==> src/zcl_rap_pkg.sv <==
package zcl_rap_pkg;

  // Result kinds
  localparam logic [1:0] KIND_HEADER = 2'd0;
  localparam logic [1:0] KIND_VALUE  = 2'd1;
  localparam logic [1:0] KIND_EMPTY  = 2'd2;
  localparam logic [1:0] KIND_STATUS = 2'd3;

  // Frame status codes
  localparam logic [1:0] ST_OK        = 2'd0;
  localparam logic [1:0] ST_SHORT_HDR = 2'd1;
  localparam logic [1:0] ST_BAD_TYPE  = 2'd2;
  localparam logic [1:0] ST_TRUNC     = 2'd3;

  // Result queue geometry
  localparam int unsigned QDepth = 4;
  localparam int unsigned QPtrW  = $clog2(QDepth);
  localparam int unsigned QCntW  = $clog2(QDepth + 1);

  typedef struct packed {
    logic [1:0]  kind;
    logic [15:0] attr_id;
    logic [7:0]  attr_type;
    logic [7:0]  value_byte;
    logic [16:0] byte_index;
    logic        last_of_attribute;
    logic [7:0]  frame_control;
    logic [15:0] mfr_code;
    logic [7:0]  seq_num;
    logic [7:0]  cmd;
    logic [1:0]  status;
  } zcl_res_t;

  typedef enum logic [2:0] {
    SZ_FIXED,
    SZ_ZERO,
    SZ_SHORT_STR,
    SZ_LONG_STR,
    SZ_BAD
  } size_class_t;

  typedef struct packed {
    size_class_t cls;
    logic [4:0]  len;
  } type_info_t;

  // Value length of a ZCL data type code.
  function automatic type_info_t type_info(input logic [7:0] t);
    type_info_t r;
    r.cls = SZ_FIXED;
    r.len = 5'd0;
    if (t[7:3] == 5'h01 || t[7:3] == 5'h03 || t[7:3] == 5'h04 || t[7:3] == 5'h05) begin
      r.len = {2'b00, t[2:0]} + 5'd1;
    end else begin
      case (t)
        8'h10, 8'h30:        r.len = 5'd1;
        8'h31, 8'he8, 8'he9: r.len = 5'd2;
        8'he0, 8'he1, 8'he2: r.len = 5'd4;
        8'hf0:               r.len = 5'd8;
        8'hf1:               r.len = 5'd16;
        8'h00, 8'hff:        r.cls = SZ_ZERO;
        8'h41, 8'h42:        r.cls = SZ_SHORT_STR;
        8'h43, 8'h44:        r.cls = SZ_LONG_STR;
        default:             r.cls = SZ_BAD;
      endcase
    end
    return r;
  endfunction

endpackage

==> src/zcl_rap_parse.sv <==
module zcl_rap_parse (
  input  logic                 clk,
  input  logic                 rst_n,
  input  logic                 accept,
  input  logic [7:0]           data_byte,
  input  logic                 end_of_frame,
  output logic [1:0]           res_cnt,
  output zcl_rap_pkg::zcl_res_t res0,
  output zcl_rap_pkg::zcl_res_t res1
);
  import zcl_rap_pkg::*;

  typedef enum logic [3:0] {
    PH_FC, PH_MLO, PH_MHI, PH_SEQ, PH_CMD, PH_IDLO, PH_IDHI, PH_TYPE,
    PH_SPFX, PH_LPLO, PH_LPHI, PH_VAL
  } phase_t;

  phase_t      phase_r, phase_nxt;
  logic [7:0]  fc_r, fc_nxt;
  logic [15:0] manuf_r, manuf_nxt;
  logic [7:0]  seq_r, seq_nxt;
  logic [15:0] cur_id_r, cur_id_nxt;
  logic [7:0]  cur_type_r, cur_type_nxt;
  logic [15:0] bytes_left_r, bytes_left_nxt;
  logic [16:0] value_index_r, value_index_nxt;
  logic [7:0]  prefix_low_r, prefix_low_nxt;
  logic        empty_pending_r, empty_pending_nxt;
  logic [1:0]  stopped_r, stopped_nxt;

  type_info_t  tinfo;
  zcl_res_t    empty_rec, main_rec, stat_rec;
  logic        main_v;
  logic [15:0] bl_calc;
  logic        emit;
  logic        emit_last;

  assign tinfo = type_info(data_byte);

  always_comb begin
    phase_nxt         = phase_r;
    fc_nxt            = fc_r;
    manuf_nxt         = manuf_r;
    seq_nxt           = seq_r;
    cur_id_nxt        = cur_id_r;
    cur_type_nxt      = cur_type_r;
    bytes_left_nxt    = bytes_left_r;
    value_index_nxt   = value_index_r;
    prefix_low_nxt    = prefix_low_r;
    empty_pending_nxt = 1'b0;
    stopped_nxt       = stopped_r;
    main_v            = 1'b0;
    main_rec          = '0;
    emit              = 1'b0;
    emit_last         = 1'b0;
    bl_calc           = 16'd0;

    if (stopped_r == 2'd0) begin
      case (phase_r)
        PH_FC: begin
          fc_nxt    = data_byte;
          manuf_nxt = 16'd0;
          seq_nxt   = 8'd0;
          phase_nxt = data_byte[2] ? PH_MLO : PH_SEQ;
        end
        PH_MLO: begin
          manuf_nxt = {manuf_r[15:8], data_byte};
          phase_nxt = PH_MHI;
        end
        PH_MHI: begin
          manuf_nxt = {data_byte, manuf_r[7:0]};
          phase_nxt = PH_SEQ;
        end
        PH_SEQ: begin
          seq_nxt   = data_byte;
          phase_nxt = PH_CMD;
        end
        PH_CMD: begin
          main_v                 = 1'b1;
          main_rec.kind          = KIND_HEADER;
          main_rec.frame_control = fc_r;
          main_rec.mfr_code      = manuf_r;
          main_rec.seq_num       = seq_r;
          main_rec.cmd           = data_byte;
          phase_nxt              = PH_IDLO;
        end
        PH_IDLO: begin
          cur_id_nxt = {8'd0, data_byte};
          phase_nxt  = PH_IDHI;
        end
        PH_IDHI: begin
          cur_id_nxt = {data_byte, cur_id_r[7:0]};
          phase_nxt  = PH_TYPE;
        end
        PH_TYPE: begin
          cur_type_nxt    = data_byte;
          value_index_nxt = 17'd0;
          if (!end_of_frame) begin
            case (tinfo.cls)
              SZ_BAD:       stopped_nxt = ST_BAD_TYPE;
              SZ_SHORT_STR: phase_nxt = PH_SPFX;
              SZ_LONG_STR:  phase_nxt = PH_LPLO;
              SZ_ZERO: begin
                empty_pending_nxt = 1'b1;
                phase_nxt         = PH_IDLO;
              end
              default: begin
                bytes_left_nxt = {11'd0, tinfo.len};
                phase_nxt      = PH_VAL;
              end
            endcase
          end
        end
        PH_SPFX: begin
          bl_calc        = {8'd0, data_byte};
          bytes_left_nxt = bl_calc;
          emit           = 1'b1;
          emit_last      = (bl_calc == 16'd0);
          phase_nxt      = emit_last ? PH_IDLO : PH_VAL;
        end
        PH_LPLO: begin
          prefix_low_nxt = data_byte;
          emit           = 1'b1;
          phase_nxt      = PH_LPHI;
        end
        PH_LPHI: begin
          bl_calc        = {data_byte, prefix_low_r};
          bytes_left_nxt = bl_calc;
          emit           = 1'b1;
          emit_last      = (bl_calc == 16'd0);
          phase_nxt      = emit_last ? PH_IDLO : PH_VAL;
        end
        PH_VAL: begin
          bl_calc        = bytes_left_r - 16'd1;
          bytes_left_nxt = bl_calc;
          emit           = 1'b1;
          emit_last      = (bl_calc == 16'd0);
          if (emit_last) begin
            phase_nxt = PH_IDLO;
          end
        end
        default: phase_nxt = PH_FC;
      endcase
    end

    if (emit) begin
      main_v                     = 1'b1;
      main_rec.kind              = KIND_VALUE;
      main_rec.attr_id           = cur_id_r;
      main_rec.attr_type         = cur_type_r;
      main_rec.value_byte        = data_byte;
      main_rec.byte_index        = value_index_r;
      main_rec.last_of_attribute = emit_last;
      value_index_nxt            = value_index_r + 17'd1;
    end

    empty_rec           = '0;
    empty_rec.kind      = KIND_EMPTY;
    empty_rec.attr_id   = cur_id_r;
    empty_rec.attr_type = cur_type_r;

    stat_rec      = '0;
    stat_rec.kind = KIND_STATUS;
    if (stopped_nxt != 2'd0) begin
      stat_rec.status = stopped_nxt;
    end else if (phase_nxt <= PH_CMD) begin
      stat_rec.status = ST_SHORT_HDR;
    end else if (phase_nxt >= PH_SPFX) begin
      stat_rec.status = ST_TRUNC;
    end else begin
      stat_rec.status = ST_OK;
    end

    // Frame end: drop all parse state back to its idle value
    if (end_of_frame) begin
      phase_nxt         = PH_FC;
      fc_nxt            = 8'd0;
      manuf_nxt         = 16'd0;
      seq_nxt           = 8'd0;
      cur_id_nxt        = 16'd0;
      cur_type_nxt      = 8'd0;
      bytes_left_nxt    = 16'd0;
      value_index_nxt   = 17'd0;
      prefix_low_nxt    = 8'd0;
      empty_pending_nxt = 1'b0;
      stopped_nxt       = 2'd0;
    end
  end

  // Pack results; an empty-attribute result and a main result never coincide.
  always_comb begin
    res0    = empty_pending_r ? empty_rec : (main_v ? main_rec : stat_rec);
    res1    = stat_rec;
    res_cnt = {1'b0, empty_pending_r} + {1'b0, main_v} + {1'b0, end_of_frame};
    if (!accept) begin
      res_cnt = 2'd0;
    end
  end

  always_ff @(posedge clk) begin
    if (!rst_n) begin
      phase_r         <= PH_FC;
      fc_r            <= 8'd0;
      manuf_r         <= 16'd0;
      seq_r           <= 8'd0;
      cur_id_r        <= 16'd0;
      cur_type_r      <= 8'd0;
      bytes_left_r    <= 16'd0;
      value_index_r   <= 17'd0;
      prefix_low_r    <= 8'd0;
      empty_pending_r <= 1'b0;
      stopped_r       <= 2'd0;
    end else if (accept) begin
      phase_r         <= phase_nxt;
      fc_r            <= fc_nxt;
      manuf_r         <= manuf_nxt;
      seq_r           <= seq_nxt;
      cur_id_r        <= cur_id_nxt;
      cur_type_r      <= cur_type_nxt;
      bytes_left_r    <= bytes_left_nxt;
      value_index_r   <= value_index_nxt;
      prefix_low_r    <= prefix_low_nxt;
      empty_pending_r <= empty_pending_nxt;
      stopped_r       <= stopped_nxt;
    end
  end

endmodule

==> src/zcl_rap_queue.sv <==
module zcl_rap_queue (
  input  logic                 clk,
  input  logic                 rst_n,
  input  logic [1:0]           push_cnt,
  input  zcl_rap_pkg::zcl_res_t push0,
  input  zcl_rap_pkg::zcl_res_t push1,
  output logic                 full2,
  output logic                 head_valid,
  input  logic                 pop,
  output zcl_rap_pkg::zcl_res_t head
);
  import zcl_rap_pkg::*;

  zcl_res_t         mem_r [QDepth];
  logic [QPtrW-1:0] wr_ptr_r, rd_ptr_r;
  logic [QCntW-1:0] count_r;
  logic             do_pop;
  logic [QPtrW-1:0] wr_ptr1;

  assign head_valid = (count_r != '0);
  assign head       = mem_r[rd_ptr_r];
  // Hold off input unless two free slots remain
  assign full2      = (count_r > QCntW'(QDepth - 2));
  assign do_pop     = pop && head_valid;
  assign wr_ptr1    = wr_ptr_r + QPtrW'(1);

  always_ff @(posedge clk) begin
    if (push_cnt != 2'd0) begin
      mem_r[wr_ptr_r] <= push0;
    end
    if (push_cnt == 2'd2) begin
      mem_r[wr_ptr1] <= push1;
    end
  end

  always_ff @(posedge clk) begin
    if (!rst_n) begin
      wr_ptr_r <= '0;
      rd_ptr_r <= '0;
      count_r  <= '0;
    end else begin
      wr_ptr_r <= wr_ptr_r + QPtrW'(push_cnt);
      if (do_pop) begin
        rd_ptr_r <= rd_ptr_r + QPtrW'(1);
      end
      count_r <= count_r + QCntW'(push_cnt) - QCntW'(do_pop);
    end
  end

endmodule

==> src/zcl_report_attribute_parser.sv <==
// ZCL attribute report parser. Takes one frame byte per transaction and
// decodes the header (frame control, optional manufacturer code, sequence
// number, command), then splits the payload into attribute records and emits
// one result transaction per value byte and per string length-prefix byte,
// plus a header result on the command byte, an empty-attribute result ahead
// of the byte that follows a zero-length type, and a status result on the
// final byte. A byte is taken every cycle while the queue has room; each
// accepted byte writes up to two results into a four-entry result queue,
// registered before the outputs, that gives one transaction per cycle while
// out_stall is low. Input stalls while fewer than two queue slots are free,
// so sustained input rate is one byte per cycle unless bytes that give two
// results arrive faster than the output side drains them.
module zcl_report_attribute_parser (
  input  logic        clk,
  input  logic        rst_n,
  // Frame byte input
  input  logic        in_valid,
  output logic        in_stall,
  input  logic [7:0]  in_data_byte,
  input  logic        in_end_of_frame,
  // Result output
  output logic        out_valid,
  input  logic        out_stall,
  output logic [1:0]  out_kind,
  output logic [15:0] out_attr_id,
  output logic [7:0]  out_attr_type,
  output logic [7:0]  out_value_byte,
  output logic [16:0] out_byte_index,
  output logic        out_last_of_attribute,
  output logic [7:0]  out_frame_control,
  output logic [15:0] out_mfr_code,
  output logic [7:0]  out_seq_num,
  output logic [7:0]  out_cmd,
  output logic [1:0]  out_status
);
  import zcl_rap_pkg::*;

  logic     in_accept;
  logic     q_full2;
  logic [1:0] res_cnt;
  zcl_res_t res0, res1, head;

  // Stall depends only on queue occupancy, never on in_valid
  assign in_stall  = q_full2;
  assign in_accept = in_valid && !q_full2;

  // Parse state machine: one byte in, up to two results out
  zcl_rap_parse u_parse (
    .clk          (clk),
    .rst_n        (rst_n),
    .accept       (in_accept),
    .data_byte    (in_data_byte),
    .end_of_frame (in_end_of_frame),
    .res_cnt      (res_cnt),
    .res0         (res0),
    .res1         (res1)
  );

  // Result queue: decouple the two results of one byte from the output rate
  zcl_rap_queue u_queue (
    .clk        (clk),
    .rst_n      (rst_n),
    .push_cnt   (res_cnt),
    .push0      (res0),
    .push1      (res1),
    .full2      (q_full2),
    .head_valid (out_valid),
    .pop        (!out_stall),
    .head       (head)
  );

  assign out_kind              = head.kind;
  assign out_attr_id           = head.attr_id;
  assign out_attr_type         = head.attr_type;
  assign out_value_byte        = head.value_byte;
  assign out_byte_index        = head.byte_index;
  assign out_last_of_attribute = head.last_of_attribute;
  assign out_frame_control     = head.frame_control;
  assign out_mfr_code          = head.mfr_code;
  assign out_seq_num           = head.seq_num;
  assign out_cmd               = head.cmd;
  assign out_status            = head.status;

endmodule
==> config.mk <==
export PLATFORM = sky130hd
export DESIGN_NAME = zcl_report_attribute_parser
export DESIGN_NICKNAME = d
export VERILOG_FILES = /design/src/zcl_rap_pkg.sv /design/src/zcl_rap_parse.sv /design/src/zcl_rap_queue.sv /design/src/zcl_report_attribute_parser.sv
export SDC_FILE = /design/constraint.sdc
export NUM_CORES = 1
export LEC_CHECK = 0
export BUFFER_PORTS_ARGS = -buffer_cell sky130_fd_sc_hd__buf_2
export CORE_UTILIZATION = 55
export DETAILED_ROUTE_END_ITERATION = 6
export PLACE_DENSITY = 0.81
export SETUP_SLACK_MARGIN = 0.4
export SLEW_MARGIN = 20
export SYNTH_ARGS = -nofsm -noshare
export SYNTH_HDL_FRONTEND = slang
export SYNTH_HIERARCHICAL = 1
export SYNTH_SLANG_ARGS = --single-unit
==> constraint.sdc <==
create_clock -name clk -period 31 [get_ports clk]
set_input_delay 1.55 -clock clk [delete_from_list [all_inputs] [get_ports clk]]
set_output_delay 1.55 -clock clk [all_outputs]
set_load 0.05 [all_outputs]
==> impl_metrics.tcl <==
set metrics [dict create \
    grt_pass1_wl_mm 94.4 \
    firstDrtPassIters 7 \
    hold_path_class "reg2reg" \
    clock-sinks 489 \
    avgSynthCellArea_um2 13.6 \
    drc 0 \
    postLayoutSetupSlackWorst_ns 25.32 \
    grt_max_degree 95 \
    hold_depth 2 \
    grt_pass1_vias 16180 \
    synth_cell_types 81 \
    clk_pin_slew_ns 0.06 \
    overflow 0 \
    yosysSeqAreaShare 0.522 \
    post_cts_buffers 0 \
    syn_inst 1916 \
    holdPathEnd "u_parse/cur_id_r[12]$_SDFFE_PN0P_" \
    path_cells "buf_2 -> clkinv_1 -> fa_1 -> nor2b_1 -> and4bb_4 -> buf_4 -> mux2_2" \
    syn_area_mm2 0.0260 \
    ant_nets 0 \
    vias 16135 \
    hold_buffers 0 \
    cts_buffers 50 \
    crit_path_top_delay_cell "and4bb_4" \
    drv_slew 0 \
    vias_per_cell 6.18 \
    end_kind "register" \
    setup_tns_ns 0 \
    nNetsFinal 1989 \
    h-tree-depth 2 \
    cp-start-kind "primary input" \
    post-place-ws_ns 24.83 \
    maxCapViolCount 0 \
    drt-initial-drc-count 1652 \
    power_mw 1.77 \
    placed_area_mm2 0.0264 \
    wl_per_cell_um 23.6 \
    ir_worst_vdd_mv 0.0665 \
    cts_tree "done" \
    synth_edf_count 376 \
    synth-async-reset-ratio 0 \
    worst_pin_slew_ns 1.14 \
    max_slew_margin 0.237 \
    reg2regPathDepth 8 \
    synth-warning-count 6 \
    path_class "in2reg" \
    finalHoldViolations 0 \
    crit_fanout 49 \
    clockRootBuffer "clkbuf_16" \
    setup-violations-final 0 \
    r2r_slack_ns 26.17 \
    core_mm2 0.0466 \
    max_freq_ghz 0.176 \
    mostFrequentLayoutCell "edfxtp_1" \
    rows 79 \
    ys_seq_elements 489 \
    utilization 0.604 \
    routed_wl_mm 61.8 \
    fin_crit_sh 0.183 \
    start_util 0.558 \
    grt_util_all_layers 0.258 \
    portBuffers 108 \
    clockBufferDepth 3 \
    powerDensity_mw_per_mm2 62.9 \
    fin_worst_skew_ns 0.0134 \
    finish.instance_area_mm2 0.0281 \
    path_buf_inv 3 \
    fin_crit_ns 5.68 \
    die_h_um 219 \
    die_width_um 219 \
    r2r_start "u_parse/phase_r[3]$_SDFFE_PN0P_" \
    required_ns 31.34 \
    ios 109 \
    cp_slowest_stage_delay_ns 1.02 \
    critPathTopFamily "buffers and inverters" \
    mostFrequentLayoutCells "edfxtp_1 (376), mux2_2 (287), dfxtp_1 (111)" \
    reg2reg_to "u_queue/mem_r[2][2]$_DFFE_PP_" \
    status "complete, no violations" \
    cts_resized 0 \
    antenna_found_initial 1 \
    fin_cells 2612 \
    min_from "u_parse/cur_id_r[12]$_SDFFE_PN0P_" \
    worstPathArrival_ns 6.02 \
    fp.dieArea_mm2 0.0481 \
    dpl.cell_count 2517 \
    drive_above_1_share 0.332 \
    p_leak_nw 10.5 \
    syn_to_final_growth_pct 8.23 \
    rsz0062_at_grt "no" \
    whs_ns 0.473 \
    globalplace.congestion 0.940 \
    n_antenna_cell 0 \
    ys.flop_type "edfxtp_1" \
    dpl.hpwl_mm 36.4 \
    clk_latency_ns 0.60 \
]
-- registers in the layout, indices dropped and copies added, names as in the netlist, named ones only --
name,count
u_parse/cur_id_r,16
u_parse/fc_r,8
u_parse/prefix_low_r,8
u_parse/cur_type_r,8
u_parse/stopped_r,2
u_queue/count_r,3
u_parse/value_index_r,17
u_parse/seq_r,8
u_parse/phase_r,4
u_queue/mem_r,376
u_parse/manuf_r,16
u_queue/wr_ptr_r,2
u_parse/empty_pending_r,1
u_queue/rd_ptr_r,2
u_parse/bytes_left_r,16
-- report_power, final --
| part | internal [mW] | total [mW] | leakage (nW) | switching (mW) |
|---|---|---|---|---|
| Combinational | 0.123 | 0.415 | 5.30 | 0.291 |
| Sequential | 0.726 | 0.739 | 4.36 | 0.0132 |
| Clock | 0.363 | 0.615 | 0.819 | 0.252 |
| Total | 1.21 | 1.77 | 10.5 | 0.557 |
-- cell usage after synthesis (45+ instances only) --
| cell | count | share of area |
|---|---|---|
| clkbuf_1 | 61 | 0.0088 |
| nor2_1 | 67 | 0.0097 |
| mux2_2 | 287 | 0.12 |
| mux2_4 | 49 | 0.028 |
| and3_1 | 75 | 0.018 |
| and2_1 | 53 | 0.013 |
| buf_4 | 103 | 0.030 |
| mux4_2 | 94 | 0.082 |
| a21oi_1 | 45 | 0.0087 |
| edfxtp_1 | 376 | 0.43 |
| nand2_1 | 90 | 0.013 |
| dfxtp_1 | 113 | 0.087 |
-- tightest hold or removal path: cells and delay by family, from the launching register on --
family           cells  cell delay (ns)
AND/OR/NAND/NOR      1             0.05
flip-flops           1             0.30
AO/OA/AOI/OAI        1             0.07
-- logic make-up (layout without fill, tap and decap cells) --
kind of cell | after synthesis | after routing | synth area share
AND/OR/NAND/NOR | 464 | 464 | 0.0974
AO/OA/AOI/OAI | 191 | 191 | 0.0477
flip-flops | 489 | 489 | 0.522
multiplexers | 486 | 486 | 0.258
XOR/XNOR | 25 | 25 | 0.00949
other | 2 | 92 | 0.000289
adder cells (fa/ha/maj) | 13 | 13 | 0.00684
buffers and inverters | 246 | 245 | 0.0586
-- worst max path at each step --
stage | startpoint | endpoint | slack (ns) | cells after the start
final | in_end_of_frame | u_queue/mem_r[2][2]$_DFFE_PP_ | 25.32 | 7
after global routing | in_end_of_frame | u_queue/mem_r[2][35]$_DFFE_PP_ | 25.10 | 7
after CTS | in_end_of_frame | u_queue/mem_r[2][2]$_DFFE_PP_ | 25.45 | 7
after detailed placement | in_end_of_frame | u_queue/mem_r[2][2]$_DFFE_PP_ | 24.83 | 7
after global placement | in_end_of_frame | u_queue/mem_r[2][38]$_DFFE_PP_ | 24.95 | 7
after floorplan | in_end_of_frame | u_queue/mem_r[0][0]$_DFFE_PP_ | 20.43 | 7
-- layer usage --
| metal | part of all wire | vias up | wire (µm) | global-route usage |
|---|---|---|---|---|
| met1 | 0.41 | 8139 | 25300 | 0.345 |
| met5 | 0 | - | 0 | 0 |
| li1 | - | 7224 | - | - |
| met4 | 0.026 | 0 | 1610 | 0.0824 |
| met2 | 0.49 | 667 | 30500 | 0.432 |
| met3 | 0.070 | 105 | 4320 | 0.0401 |
-- final cells by class --
class                   instances  area, µm²
well taps                     607        759
repair buffers                135        763
clock buffers                  76       1480
clock inverters                18        191
fillers                      3473      18400
flip-flops and latches        489      13600
multi-input cells            1271      11300
inverters                      16       60.1
Power figures use the tool's default switching activity.
